[src/design/ihsp_pkg.sv]
// Shared types and constants for the image header size parser.
`timescale 1ns / 1ps

package ihsp_pkg;

    // Byte position counter width
    localparam int POSITION_BITS = 32;

    typedef logic [POSITION_BITS-1:0] pos_t;
    typedef logic [POSITION_BITS:0]   pos_ext_t;

    localparam int HDR_LEN = 24;
    localparam int WIN_LEN = 12;

    // Segment walk starts at this byte, first segment header begins at byte 2
    localparam int WALK_START_IDX = 13;
    localparam int SEG_START_INIT = 2;
    localparam int CAP_POS_INIT   = SEG_START_INIT + WIN_LEN - 1;

    localparam pos_t POS_MAX = '1;

    // Marker and signature bytes
    localparam logic [7:0] BYTE_FF    = 8'hFF;
    localparam logic [7:0] BYTE_SOI   = 8'hD8;
    localparam logic [7:0] BYTE_APP0  = 8'hE0;
    localparam logic [7:0] SOF_LO_A   = 8'hC0;
    localparam logic [7:0] SOF_HI_A   = 8'hC3;
    localparam logic [7:0] SOF_LO_B   = 8'hC9;
    localparam logic [7:0] SOF_HI_B   = 8'hCB;
    localparam logic [7:0] PNG_SIG0   = 8'h89;
    localparam logic [7:0] BYTE_CR    = 8'h0D;
    localparam logic [7:0] BYTE_LF    = 8'h0A;
    localparam logic [7:0] BYTE_SUB   = 8'h1A;
    localparam logic [7:0] CHR_J      = 8'h4A;
    localparam logic [7:0] CHR_F      = 8'h46;
    localparam logic [7:0] CHR_I      = 8'h49;
    localparam logic [7:0] CHR_G      = 8'h47;
    localparam logic [7:0] CHR_P      = 8'h50;
    localparam logic [7:0] CHR_N      = 8'h4E;
    localparam logic [7:0] CHR_H      = 8'h48;
    localparam logic [7:0] CHR_D      = 8'h44;
    localparam logic [7:0] CHR_R      = 8'h52;

    typedef enum logic [1:0] {
        FMT_NONE = 2'd0,
        FMT_JPEG = 2'd1,
        FMT_GIF  = 2'd2,
        FMT_PNG  = 2'd3
    } fmt_t;

endpackage

[src/design/image_header_size_parser_top.sv]
// Image header size parser: streaming byte parser for JPEG, GIF and PNG dimensions.
// Result path: the last byte waits in the input register, and the result register
//   loads when that byte is processed.
// Throughput: one byte per cycle; a held result stalls only a following last byte.
// Reset (rst_n, async, active low) clears position, walk state and both valid flags;
//   after every last byte the parser returns to its reset state on its own.
`timescale 1ns / 1ps

module image_header_size_parser_top
(
    input  logic        clk,
    input  logic        rst_n,
    input  logic        in_valid,
    output logic        in_ready,
    input  logic [7:0]  data_byte,
    input  logic        last_byte,
    output logic        out_valid,
    input  logic        out_ready,
    output logic        found,
    output logic [1:0]  image_format,
    output logic [31:0] width,
    output logic [31:0] height
);

    // ------------------------------------------------------------------
    // Input register
    // ------------------------------------------------------------------
    logic       in_valid_reg, in_valid_next;
    logic [7:0] byte_reg;
    logic       last_reg;
    logic       proc_fire;

    // A non-last byte always moves on; a last byte needs room in the result register.
    assign proc_fire = in_valid_reg && (!last_reg || !out_valid || out_ready);
    assign in_ready  = !in_valid_reg || proc_fire;

    always_comb
    begin
        if (in_valid && in_ready)
        begin
            in_valid_next = 1'b1;
        end
        else if (proc_fire)
        begin
            in_valid_next = 1'b0;
        end
        else
        begin
            in_valid_next = in_valid_reg;
        end
    end

    always_ff @(posedge clk or negedge rst_n)
    begin
        if (!rst_n)
        begin
            in_valid_reg <= 1'b0;
        end
        else
        begin
            in_valid_reg <= in_valid_next;
        end
    end

    always_ff @(posedge clk)
    begin
        if (in_valid && in_ready)
        begin
            byte_reg <= data_byte;
            last_reg <= last_byte;
        end
    end

    // ------------------------------------------------------------------
    // Parser state
    // ------------------------------------------------------------------
    ihsp_pkg::pos_t pos_reg, pos_next;
    ihsp_pkg::pos_t cap_pos_reg, cap_pos_next;   // next segment start + 11
    logic           walk_reg, walk_next;
    logic           ovf_reg, ovf_next;

    logic [7:0] hdr_reg [ihsp_pkg::HDR_LEN];
    logic [7:0] stg_reg [ihsp_pkg::WIN_LEN];
    logic [7:0] seg_reg [ihsp_pkg::WIN_LEN];
    logic [7:0] stg_new [ihsp_pkg::WIN_LEN];
    logic [7:0] seg_new [ihsp_pkg::WIN_LEN];

    logic                 jfif;
    logic                 walk_set;
    logic                 capture;
    logic                 seg_stop;
    logic [15:0]          seg_len;
    ihsp_pkg::pos_ext_t   seg_sum;
    logic                 at_max;

    // Staging window after shifting in the current byte
    always_comb
    begin
        for (int i = 0; i < ihsp_pkg::WIN_LEN - 1; i++)
        begin
            stg_new[i] = stg_reg[i+1];
        end
        stg_new[ihsp_pkg::WIN_LEN-1] = byte_reg;
    end

    // JFIF signature in header bytes 0..9 (bytes 4 and 5 are the APP0 length)
    assign jfif = (hdr_reg[0] == ihsp_pkg::BYTE_FF)   && (hdr_reg[1] == ihsp_pkg::BYTE_SOI) &&
                  (hdr_reg[2] == ihsp_pkg::BYTE_FF)   && (hdr_reg[3] == ihsp_pkg::BYTE_APP0) &&
                  (hdr_reg[6] == ihsp_pkg::CHR_J)     && (hdr_reg[7] == ihsp_pkg::CHR_F) &&
                  (hdr_reg[8] == ihsp_pkg::CHR_I)     && (hdr_reg[9] == ihsp_pkg::CHR_F);

    assign walk_set = walk_reg ||
                      ((pos_reg == ihsp_pkg::pos_t'(ihsp_pkg::WALK_START_IDX)) && jfif);
    assign capture  = walk_set && (pos_reg == cap_pos_reg);

    // Segment length and next capture point; carry out means the walk leaves the range
    assign seg_len = {stg_new[2], stg_new[3]};
    assign seg_sum = {1'b0, cap_pos_reg} + ihsp_pkg::pos_ext_t'(seg_len) +
                     ihsp_pkg::pos_ext_t'(ihsp_pkg::SEG_START_INIT);

    always_comb
    begin
        seg_stop = (stg_new[0] != ihsp_pkg::BYTE_FF) ||
                   ((stg_new[1] >= ihsp_pkg::SOF_LO_A) && (stg_new[1] <= ihsp_pkg::SOF_HI_A)) ||
                   ((stg_new[1] >= ihsp_pkg::SOF_LO_B) && (stg_new[1] <= ihsp_pkg::SOF_HI_B)) ||
                   seg_sum[ihsp_pkg::POSITION_BITS];
    end

    always_comb
    begin
        for (int i = 0; i < ihsp_pkg::WIN_LEN; i++)
        begin
            seg_new[i] = capture ? stg_new[i] : seg_reg[i];
        end
    end

    assign at_max = (pos_reg == ihsp_pkg::POS_MAX);

    // Control next state; everything returns to reset after a last byte
    always_comb
    begin
        pos_next     = pos_reg;
        cap_pos_next = cap_pos_reg;
        walk_next    = walk_reg;
        ovf_next     = ovf_reg;
        if (proc_fire)
        begin
            if (last_reg)
            begin
                pos_next     = '0;
                cap_pos_next = ihsp_pkg::pos_t'(ihsp_pkg::CAP_POS_INIT);
                walk_next    = 1'b0;
                ovf_next     = 1'b0;
            end
            else
            begin
                pos_next  = at_max ? pos_reg : pos_reg + 1'b1;
                ovf_next  = ovf_reg || at_max;
                walk_next = walk_set && !(capture && seg_stop);
                if (capture && !seg_stop)
                begin
                    cap_pos_next = seg_sum[ihsp_pkg::POSITION_BITS-1:0];
                end
            end
        end
    end

    always_ff @(posedge clk or negedge rst_n)
    begin
        if (!rst_n)
        begin
            pos_reg     <= '0;
            cap_pos_reg <= ihsp_pkg::pos_t'(ihsp_pkg::CAP_POS_INIT);
            walk_reg    <= 1'b0;
            ovf_reg     <= 1'b0;
        end
        else
        begin
            pos_reg     <= pos_next;
            cap_pos_reg <= cap_pos_next;
            walk_reg    <= walk_next;
            ovf_reg     <= ovf_next;
        end
    end

    // Byte stores: header keeps the first bytes, staging shifts, segment captures
    always_ff @(posedge clk)
    begin
        if (proc_fire)
        begin
            for (int i = 0; i < ihsp_pkg::HDR_LEN; i++)
            begin
                if (pos_reg == ihsp_pkg::pos_t'(i))
                begin
                    hdr_reg[i] <= byte_reg;
                end
            end
            for (int i = 0; i < ihsp_pkg::WIN_LEN; i++)
            begin
                stg_reg[i] <= stg_new[i];
                if (capture)
                begin
                    seg_reg[i] <= stg_new[i];
                end
            end
        end
    end

    // ------------------------------------------------------------------
    // Result decode
    // ------------------------------------------------------------------
    logic [7:0]       buf_b [ihsp_pkg::HDR_LEN];
    logic             res_ok;
    ihsp_pkg::fmt_t   fmt_next;
    logic [31:0]      width_next, height_next;

    // Enough bytes and no counter overflow on this file
    assign res_ok = !(ovf_reg || at_max) &&
                    (pos_reg >= ihsp_pkg::pos_t'(ihsp_pkg::HDR_LEN - 1));

    // Header view: current byte fills the final slot, JFIF overlays the segment window
    always_comb
    begin
        for (int i = 0; i < ihsp_pkg::HDR_LEN; i++)
        begin
            buf_b[i] = hdr_reg[i];
        end
        if (pos_reg == ihsp_pkg::pos_t'(ihsp_pkg::HDR_LEN - 1))
        begin
            buf_b[ihsp_pkg::HDR_LEN-1] = byte_reg;
        end
        if (jfif)
        begin
            for (int i = 0; i < ihsp_pkg::WIN_LEN; i++)
            begin
                buf_b[i+2] = seg_new[i];
            end
        end
    end

    always_comb
    begin
        fmt_next    = ihsp_pkg::FMT_NONE;
        width_next  = '0;
        height_next = '0;
        if (res_ok)
        begin
            if ((buf_b[0] == ihsp_pkg::BYTE_FF) && (buf_b[1] == ihsp_pkg::BYTE_SOI) &&
                (buf_b[2] == ihsp_pkg::BYTE_FF))
            begin
                fmt_next    = ihsp_pkg::FMT_JPEG;
                height_next = {16'h0000, buf_b[7], buf_b[8]};
                width_next  = {16'h0000, buf_b[9], buf_b[10]};
            end
            else if ((buf_b[0] == ihsp_pkg::CHR_G) && (buf_b[1] == ihsp_pkg::CHR_I) &&
                     (buf_b[2] == ihsp_pkg::CHR_F))
            begin
                fmt_next    = ihsp_pkg::FMT_GIF;
                width_next  = {16'h0000, buf_b[7], buf_b[6]};
                height_next = {16'h0000, buf_b[9], buf_b[8]};
            end
            else if ((buf_b[0] == ihsp_pkg::PNG_SIG0) && (buf_b[1] == ihsp_pkg::CHR_P) &&
                     (buf_b[2] == ihsp_pkg::CHR_N)    && (buf_b[3] == ihsp_pkg::CHR_G) &&
                     (buf_b[4] == ihsp_pkg::BYTE_CR)  && (buf_b[5] == ihsp_pkg::BYTE_LF) &&
                     (buf_b[6] == ihsp_pkg::BYTE_SUB) && (buf_b[7] == ihsp_pkg::BYTE_LF) &&
                     (buf_b[12] == ihsp_pkg::CHR_I)   && (buf_b[13] == ihsp_pkg::CHR_H) &&
                     (buf_b[14] == ihsp_pkg::CHR_D)   && (buf_b[15] == ihsp_pkg::CHR_R))
            begin
                fmt_next    = ihsp_pkg::FMT_PNG;
                width_next  = {buf_b[16], buf_b[17], buf_b[18], buf_b[19]};
                height_next = {buf_b[20], buf_b[21], buf_b[22], buf_b[23]};
            end
        end
    end

    // ------------------------------------------------------------------
    // Result register
    // ------------------------------------------------------------------
    logic           out_valid_reg, out_valid_next;
    ihsp_pkg::fmt_t fmt_reg;
    logic [31:0]    width_reg, height_reg;
    logic           res_load;

    assign res_load = proc_fire && last_reg;

    always_comb
    begin
        if (res_load)
        begin
            out_valid_next = 1'b1;
        end
        else if (out_ready)
        begin
            out_valid_next = 1'b0;
        end
        else
        begin
            out_valid_next = out_valid_reg;
        end
    end

    always_ff @(posedge clk or negedge rst_n)
    begin
        if (!rst_n)
        begin
            out_valid_reg <= 1'b0;
        end
        else
        begin
            out_valid_reg <= out_valid_next;
        end
    end

    always_ff @(posedge clk)
    begin
        if (res_load)
        begin
            fmt_reg    <= fmt_next;
            width_reg  <= width_next;
            height_reg <= height_next;
        end
    end

    assign out_valid    = out_valid_reg;
    assign found        = (fmt_reg != ihsp_pkg::FMT_NONE);
    assign image_format = fmt_reg;
    assign width        = width_reg;
    assign height       = height_reg;

    // ------------------------------------------------------------------
    // Assertions
    // ------------------------------------------------------------------
    a_no_size_without_format: assert property (@(posedge clk) disable iff (!rst_n)
        out_valid && !found |-> (width == 32'h0) && (height == 32'h0))
        else $error("size reported without a recognized format");

    a_restart_after_last: assert property (@(posedge clk) disable iff (!rst_n)
        proc_fire && last_reg |=> (pos_reg == '0) && !walk_reg && !ovf_reg &&
        (cap_pos_reg == ihsp_pkg::pos_t'(ihsp_pkg::CAP_POS_INIT)))
        else $error("parser state not restored after last byte");

    a_no_result_overwrite: assert property (@(posedge clk) disable iff (!rst_n)
        out_valid && !out_ready |-> !res_load)
        else $error("held result overwritten");

endmodule
[config.mk]
export PLATFORM = sky130hd
export DESIGN_NAME = image_header_size_parser_top
export DESIGN_NICKNAME = d
export VERILOG_FILES = /design/src/design/ihsp_pkg.sv /design/src/design/image_header_size_parser_top.sv
export SDC_FILE = /design/constraint.sdc
export NUM_CORES = 1
export LEC_CHECK = 0
export BUFFER_PORTS_ARGS = -buffer_cell sky130_fd_sc_hd__buf_2
export CORE_AREA = 2 2 190 192
export CTS_CLUSTER_SIZE = 24
export DETAILED_ROUTE_END_ITERATION = 12
export DIE_AREA = 0 0 192 194
export GPL_ROUTABILITY_DRIVEN = 0
export PLACE_DENSITY_LB_ADDON = 0.08
export REMOVE_ABC_BUFFERS = 1
export SLEW_MARGIN = 20
export SYNTH_ARGS = -nofsm -noshare
export SYNTH_HDL_FRONTEND = slang
export SYNTH_SLANG_ARGS = --single-unit
[constraint.sdc]
create_clock -name clk -period 14.03 [get_ports clk]
set_input_delay 2.806 -clock clk [delete_from_list [all_inputs] [get_ports clk]]
set_output_delay 2.806 -clock clk [all_outputs]
set_load 0.005 [all_outputs]
# ---- Word level (Yosys, flattened, before mapping)
# Memory sizes are Yosys's and may differ from the RTL's. A register that Yosys moved wholly into a read port is not among the register bits.
# Cells that the tools add are included.
dict set report word_totals {
  register_bits 111
  ram_bits 384
  inputBits 13
  output_inout_bits 69
  memories 3
}
dict set report op_classes {
  addsub 3
  n_lt_le_gt_ge 5
  eq_ne 51
  n_mux 179
  bitwise_logic 2
  n_reduce_logical 78
}
# memory words width rd rd_clocked_by_memory_dff wr line
set mem_list {}
lappend mem_list {hdr_reg 24 8 24 4 1 image_header_size_parser_top.sv:82} ;# logic [7:0] hdr_reg [ihsp_pkg::HDR_LEN];
lappend mem_list {seg_reg 12 8 12 0 12 image_header_size_parser_top.sv:84} ;# logic [7:0] seg_reg [ihsp_pkg::WIN_LEN];
lappend mem_list {stg_reg 12 8 11 0 12 image_header_size_parser_top.sv:83} ;# logic [7:0] stg_reg [ihsp_pkg::WIN_LEN];
# operator n
set ops {}
lappend ops {{8-bit 2-to-1 mux} 36}
lappend ops {{32-bit by 4-bit == test with 1-bit output (second input constant)} 8}
lappend ops {{32-bit by 5-bit == test with 1-bit output (second input constant)} 8}
lappend ops {{8-bit OR reduction} 23}
lappend ops {{32-bit by 3-bit == test with 1-bit output (second input constant)} 4}
lappend ops {{32-bit 2-to-1 mux} 4}
lappend ops {{5-bit 2-to-1 mux} 23}
lappend ops {{8-bit by 7-bit == test with 1-bit output (second input constant)} 14}
lappend ops {{1-bit 2-to-1 mux} 107}
lappend ops {{16-bit 2-to-1 mux} 6}
lappend ops {{96-bit 2-to-1 mux} 1}
lappend ops {{32-bit by 2-bit == test with 1-bit output (second input constant)} 2}
lappend ops {{8-bit == test (second input constant)} 6}
lappend ops {{32-bit by 16-bit adder with 33-bit output} 1}
lappend ops {{33-bit by 2-bit adder with 33-bit output (second input constant)} 1}
lappend ops {{32-bit by 1-bit adder with 32-bit output (second input constant)} 1}
lappend ops {{32-bit by 1-bit == test with 1-bit output (second input constant)} 1}
lappend ops {{32-bit == test} 1}
lappend ops {{32-bit == test (second input constant)} 1}
lappend ops {{32-bit by 5-bit greater-or-equal comparator with 1-bit output (second input constant)} 1}
lappend ops {{1-bit logical AND} 32}
lappend ops {{32-bit logical NOT} 1}
lappend ops {{8-bit by 4-bit == test with 1-bit output (second input constant)} 3}
lappend ops {{8-bit greater-or-equal comparator (second input constant)} 2}
lappend ops {{other kinds (12)} 31}

# ---- Longest topological paths before layout
dict set report logic_depth {
  ltp_word 30
  mapped_depth 16
}

# ---- Worst setup path before layout
# No wires, ideal clock.
dict set report synth_path {
  kind {input-to-reg}
  from {input out_ready}
  to {register height_reg[0], in the netlist height[0] (enable)}
  arrival_ps 8346
  path_slack_ps 5228
  path_stages 7
  path_buffers 2
  path_cell_list {or3_1 > nand2_1 > inv_1 > clkbuf_1 > nand2_1 > inv_2 > clkbuf_1}
}
dict set report synth_between {
  elab_chain_cells 3
}
# item line
set synth_rtl {}
lappend synth_rtl {{from (decl)} image_header_size_parser_top.sv:18} ;# input logic out_ready,
lappend synth_rtl {{1-bit logical OR} image_header_size_parser_top.sv:34} ;# assign proc_fire = in_valid_reg && (!last_reg || !out_valid || out_ready);
lappend synth_rtl {{1-bit logical AND} image_header_size_parser_top.sv:34}
lappend synth_rtl {{net proc_fire} image_header_size_parser_top.sv:31} ;# logic proc_fire;
lappend synth_rtl {{1-bit logical AND} image_header_size_parser_top.sv:284} ;# assign res_load = proc_fire && last_reg;
lappend synth_rtl {{to (signal assigned)} image_header_size_parser_top.sv:320} ;# height_reg <= height_next;
lappend synth_rtl {{to (decl)} image_header_size_parser_top.sv:281} ;# logic [31:0] width_reg, height_reg;
# The timed path passes the listed nets, and every way through them passes these cells.
# A chain may end at the register's enable or synchronous reset.

# ---- Final worst setup path
dict set report layout_path {
  from {input out_ready}
  to {output in_ready}
}
dict set report layout_between {
  elab_chain_cells 3
}
# item line
set layout_rtl {}
lappend layout_rtl {{1-bit logical OR} image_header_size_parser_top.sv:34}
lappend layout_rtl {{1-bit logical AND} image_header_size_parser_top.sv:34}
lappend layout_rtl {{1-bit logical OR} image_header_size_parser_top.sv:35} ;# assign in_ready = !in_valid_reg || proc_fire;
lappend layout_rtl {{to (decl)} image_header_size_parser_top.sv:14} ;# output logic in_ready,
# No other way between the ends.

==> metrics <==
gr ovfl total 0; Seq cells post-synth 471; Antenna Violating Nets Remaining 0; Synth Warn # 0; critical-path cell list buf_2 > nand4b_1 > buf_2; row cnt 69; # nets final 1,470; DP HPWL 29,400 microns; Design Area, Final 22,000 sq um; Leak 8.05 nW; Fin. Hold Viols 0; DRC errors left 0; RSZ-0062 raised after global routing no; Die Span X 192 microns; clk_lat worst skew 0.56 ns; Num CTS Buffers 47; Post-synth top flop edfxtp_1; Max Root-Sink Buffers 3; largest net degree at the start of global routing 69; worst hold path depth 0; Hold Crit Start stg_reg[2][21]; reg-to-reg startpoint cap_pos_reg[2]; I/O Buffers 81; via/cell ratio 6.12; WL/cell 23.8 microns; crit path time final 6.12 ns; # fillers 2,623; Setup Skew 0.0216 ns; DP Cell Count 1,832; register area 13,800 sq um; n_diodes 0; CTS Sinks 471; Vert. Die Dim 194 microns; Max Cap Viol 0; Via Count 11,700; initial antenna violation count 0; core footprint 35,200 sq um; vias in the first global route 11,800; Hold Path Class flop to flop; multi-input logic area 5380 sq um; CTS hold repair buffers 0; Layout Cells excl Fill 1,918; arrival time worst endpoint 3.31 ns; Post-synth EDFFs 403; first-pass GRT wire length 70,300 microns; Post-CTS Setup Inserts 0; crit-path most repeated cell buf_2; Final Setup Violations 0; I/O pin cnt 82; Fin Setup TNS 0 ns; Pwr Density 143 nW/um^2; async set-reset flop share out of synthesis 14.4%; CTS tree yes; CP Capture Type output pin; CP startpoint out_ready; flop2flop setup slack 9.02 ns; Syn Area/Cell 14.8 sq um; relative max-transition margin 36.9%; Syn-to-layout area delta 12.7%; H-tree depth reported by CTS 2; grt peak-use layer met2; routed wire length 45,600 microns; mapped cell area 19,500 sq um; clk slew on worst S/H paths 0.06 ns; critical path class input pin to output pin; Worst Tran Pin Value 0.933 ns; CP max FO 3; CP peak stage delay 0.20 ns; Die ar. 37,200 sq um; maximum vdd drop 0.000108 V; max frequency 164 MHz; WP data required 11.22 ns; number of DRC markers in iteration 0 932; placed cell areas 20,500 sq um; Post-Route Utilization 62.4%; met2 Use GR 39.5%; Final period util 43.6%; r2r worst-path depth 11; GR Util All Layers 25.0%; met3 GRT Util 3.89%; share of cells above drive strength 1 13.9%; CTS root buf clkbuf_16; routing usage on met1 36.8%; final-report max-slew violation count 0; drt pass-1 iters 7; sequential area share after synthesis 70.8%; post-cts sizing count 0; Critical-path top delay cell nand4b_1; Initial Utilization 55.3%; synth unique cells 77; startpoint types input pin; Gate Count Post-Synth 1,320; status completed; max FFs per register 184
## routing by layer
layer  vias up  wire length [microns]
met3        80                   3090
met1      5937                  20100
met2       412                  21300
met4         0                   1130
met5         -                      0
li1       5316                      -
## cell families (layout without fill, tap and decap cells)
family,count (synthesis),after routing,share of synthesized area (%)
buffers and inverters,84,221,1.76
AOI/OAI and AO/OA,193,193,6.98
DFF,471,471,70.8
xor gates and xnor gates,72,72,3.24
adders and majority gates,37,37,2.41
muxes,42,42,2.23
and+or+nand+nor,421,421,12.5
## cells in the mapped netlist (9+ instances only)
cell type / number / area [sq um]
mux2i_1: 31 / 310
buf_2: 10 / 50.1
o31ai_1: 24 / 180
a21oi_1: 41 / 205
ha_1: 36 / 450
and2_1: 58 / 363
inv_1: 32 / 120
nor4b_1: 14 / 123
mux2_2: 11 / 124
nand4_1: 23 / 144
o21ai_0: 31 / 155
xor2_1: 59 / 517
nand3_1: 37 / 185
nor2_1: 66 / 248
a31oi_1: 9 / 56.3
nand2_1: 69 / 259
dfrtp_1: 65 / 1630
edfxtp_1: 403 / 12100
o211ai_1: 9 / 67.6
xnor2_1: 13 / 114
nor3_1: 18 / 90.1
and3_1: 21 / 131
or3_1: 13 / 81.3
clkbuf_1: 38 / 143
nor4_1: 26 / 163
o21bai_1: 10 / 75.1
and4_1: 16 / 140
a221o_1: 15 / 150
or4_1: 10 / 75.1
## placed cells by master (no fill, tap or decap), drive strengths merged, types with 9 or more instances in the layout
| master | count |
|---|---|
| and3 | 21 |
| and4 | 17 |
| o21ai | 31 |
| buf | 102 |
| xnor2 | 13 |
| or3 | 13 |
| mux2 | 11 |
| o211ai | 9 |
| a31oi | 9 |
| dfrtp | 65 |
| o31ai | 24 |
| o21bai | 10 |
| nor3 | 21 |
| and2 | 58 |
| clkinv | 20 |
| mux2i | 31 |
| clkbuf | 59 |
| edfxtp | 403 |
| xor2 | 59 |
| nand3 | 37 |
| nor4b | 14 |
| a21oi | 41 |
| ha | 36 |
| inv | 34 |
| nor2 | 66 |
| nor4 | 27 |
| nand4 | 24 |
| or4 | 10 |
| a221o | 15 |
| nand2 | 69 |
## layout make-up
| type | instances | share of cell area [%] |
|---|---|---|
| sequential | 471 | 62.8 |
| multi-input combinational | 765 | 24.5 |
| clock buffer | 59 | 5.66 |
| tap | 461 | 2.63 |
| timing repair buffer | 102 | 2.56 |
| clock inverter | 27 | 1.24 |
| inverter | 33 | 0.587 |
## power breakdown
| part | leakage [nW] | switching, W | total (W) | internal [W] |
|---|---|---|---|---|
| clock network | 0.738 | 0.000516 | 0.00124 | 0.000721 |
| logic | 2.60 | 0.000160 | 0.000257 | 0.0000968 |
| registers | 4.71 | 0.0000557 | 0.00164 | 0.00159 |
| total | 8.05 | 0.000732 | 0.00313 | 0.00240 |
## stage by stage
step	hold slack (ns)	worst slack, ns	power, W
floorplan	0.400	5.96	0.00182
global placement	0.401	7.93	0.00192
detailed placement	0.405	7.92	0.00192
CTS	0.422	7.91	0.00315
global route	0.426	7.87	0.00324
finish	0.420	7.91	0.00313
## final timing paths
| check | endpoint |
|---|---|
| setup / recovery | in_ready |
| hold / removal | stg_reg[2][13] |
| setup reg to reg | cap_pos_reg[23] |
| hold reg to reg | stg_reg[2][13] |
| max in group asynchronous | cap_pos_reg[7] |
| min in group asynchronous | cap_pos_reg[21] |
## worst max-delay path, delay by kind of cell
kind	cells	cell delay, ns
buffers and inverters	2	0.30
and+or+nand+nor	1	0.20
Power figures use the tool's default switching activity.
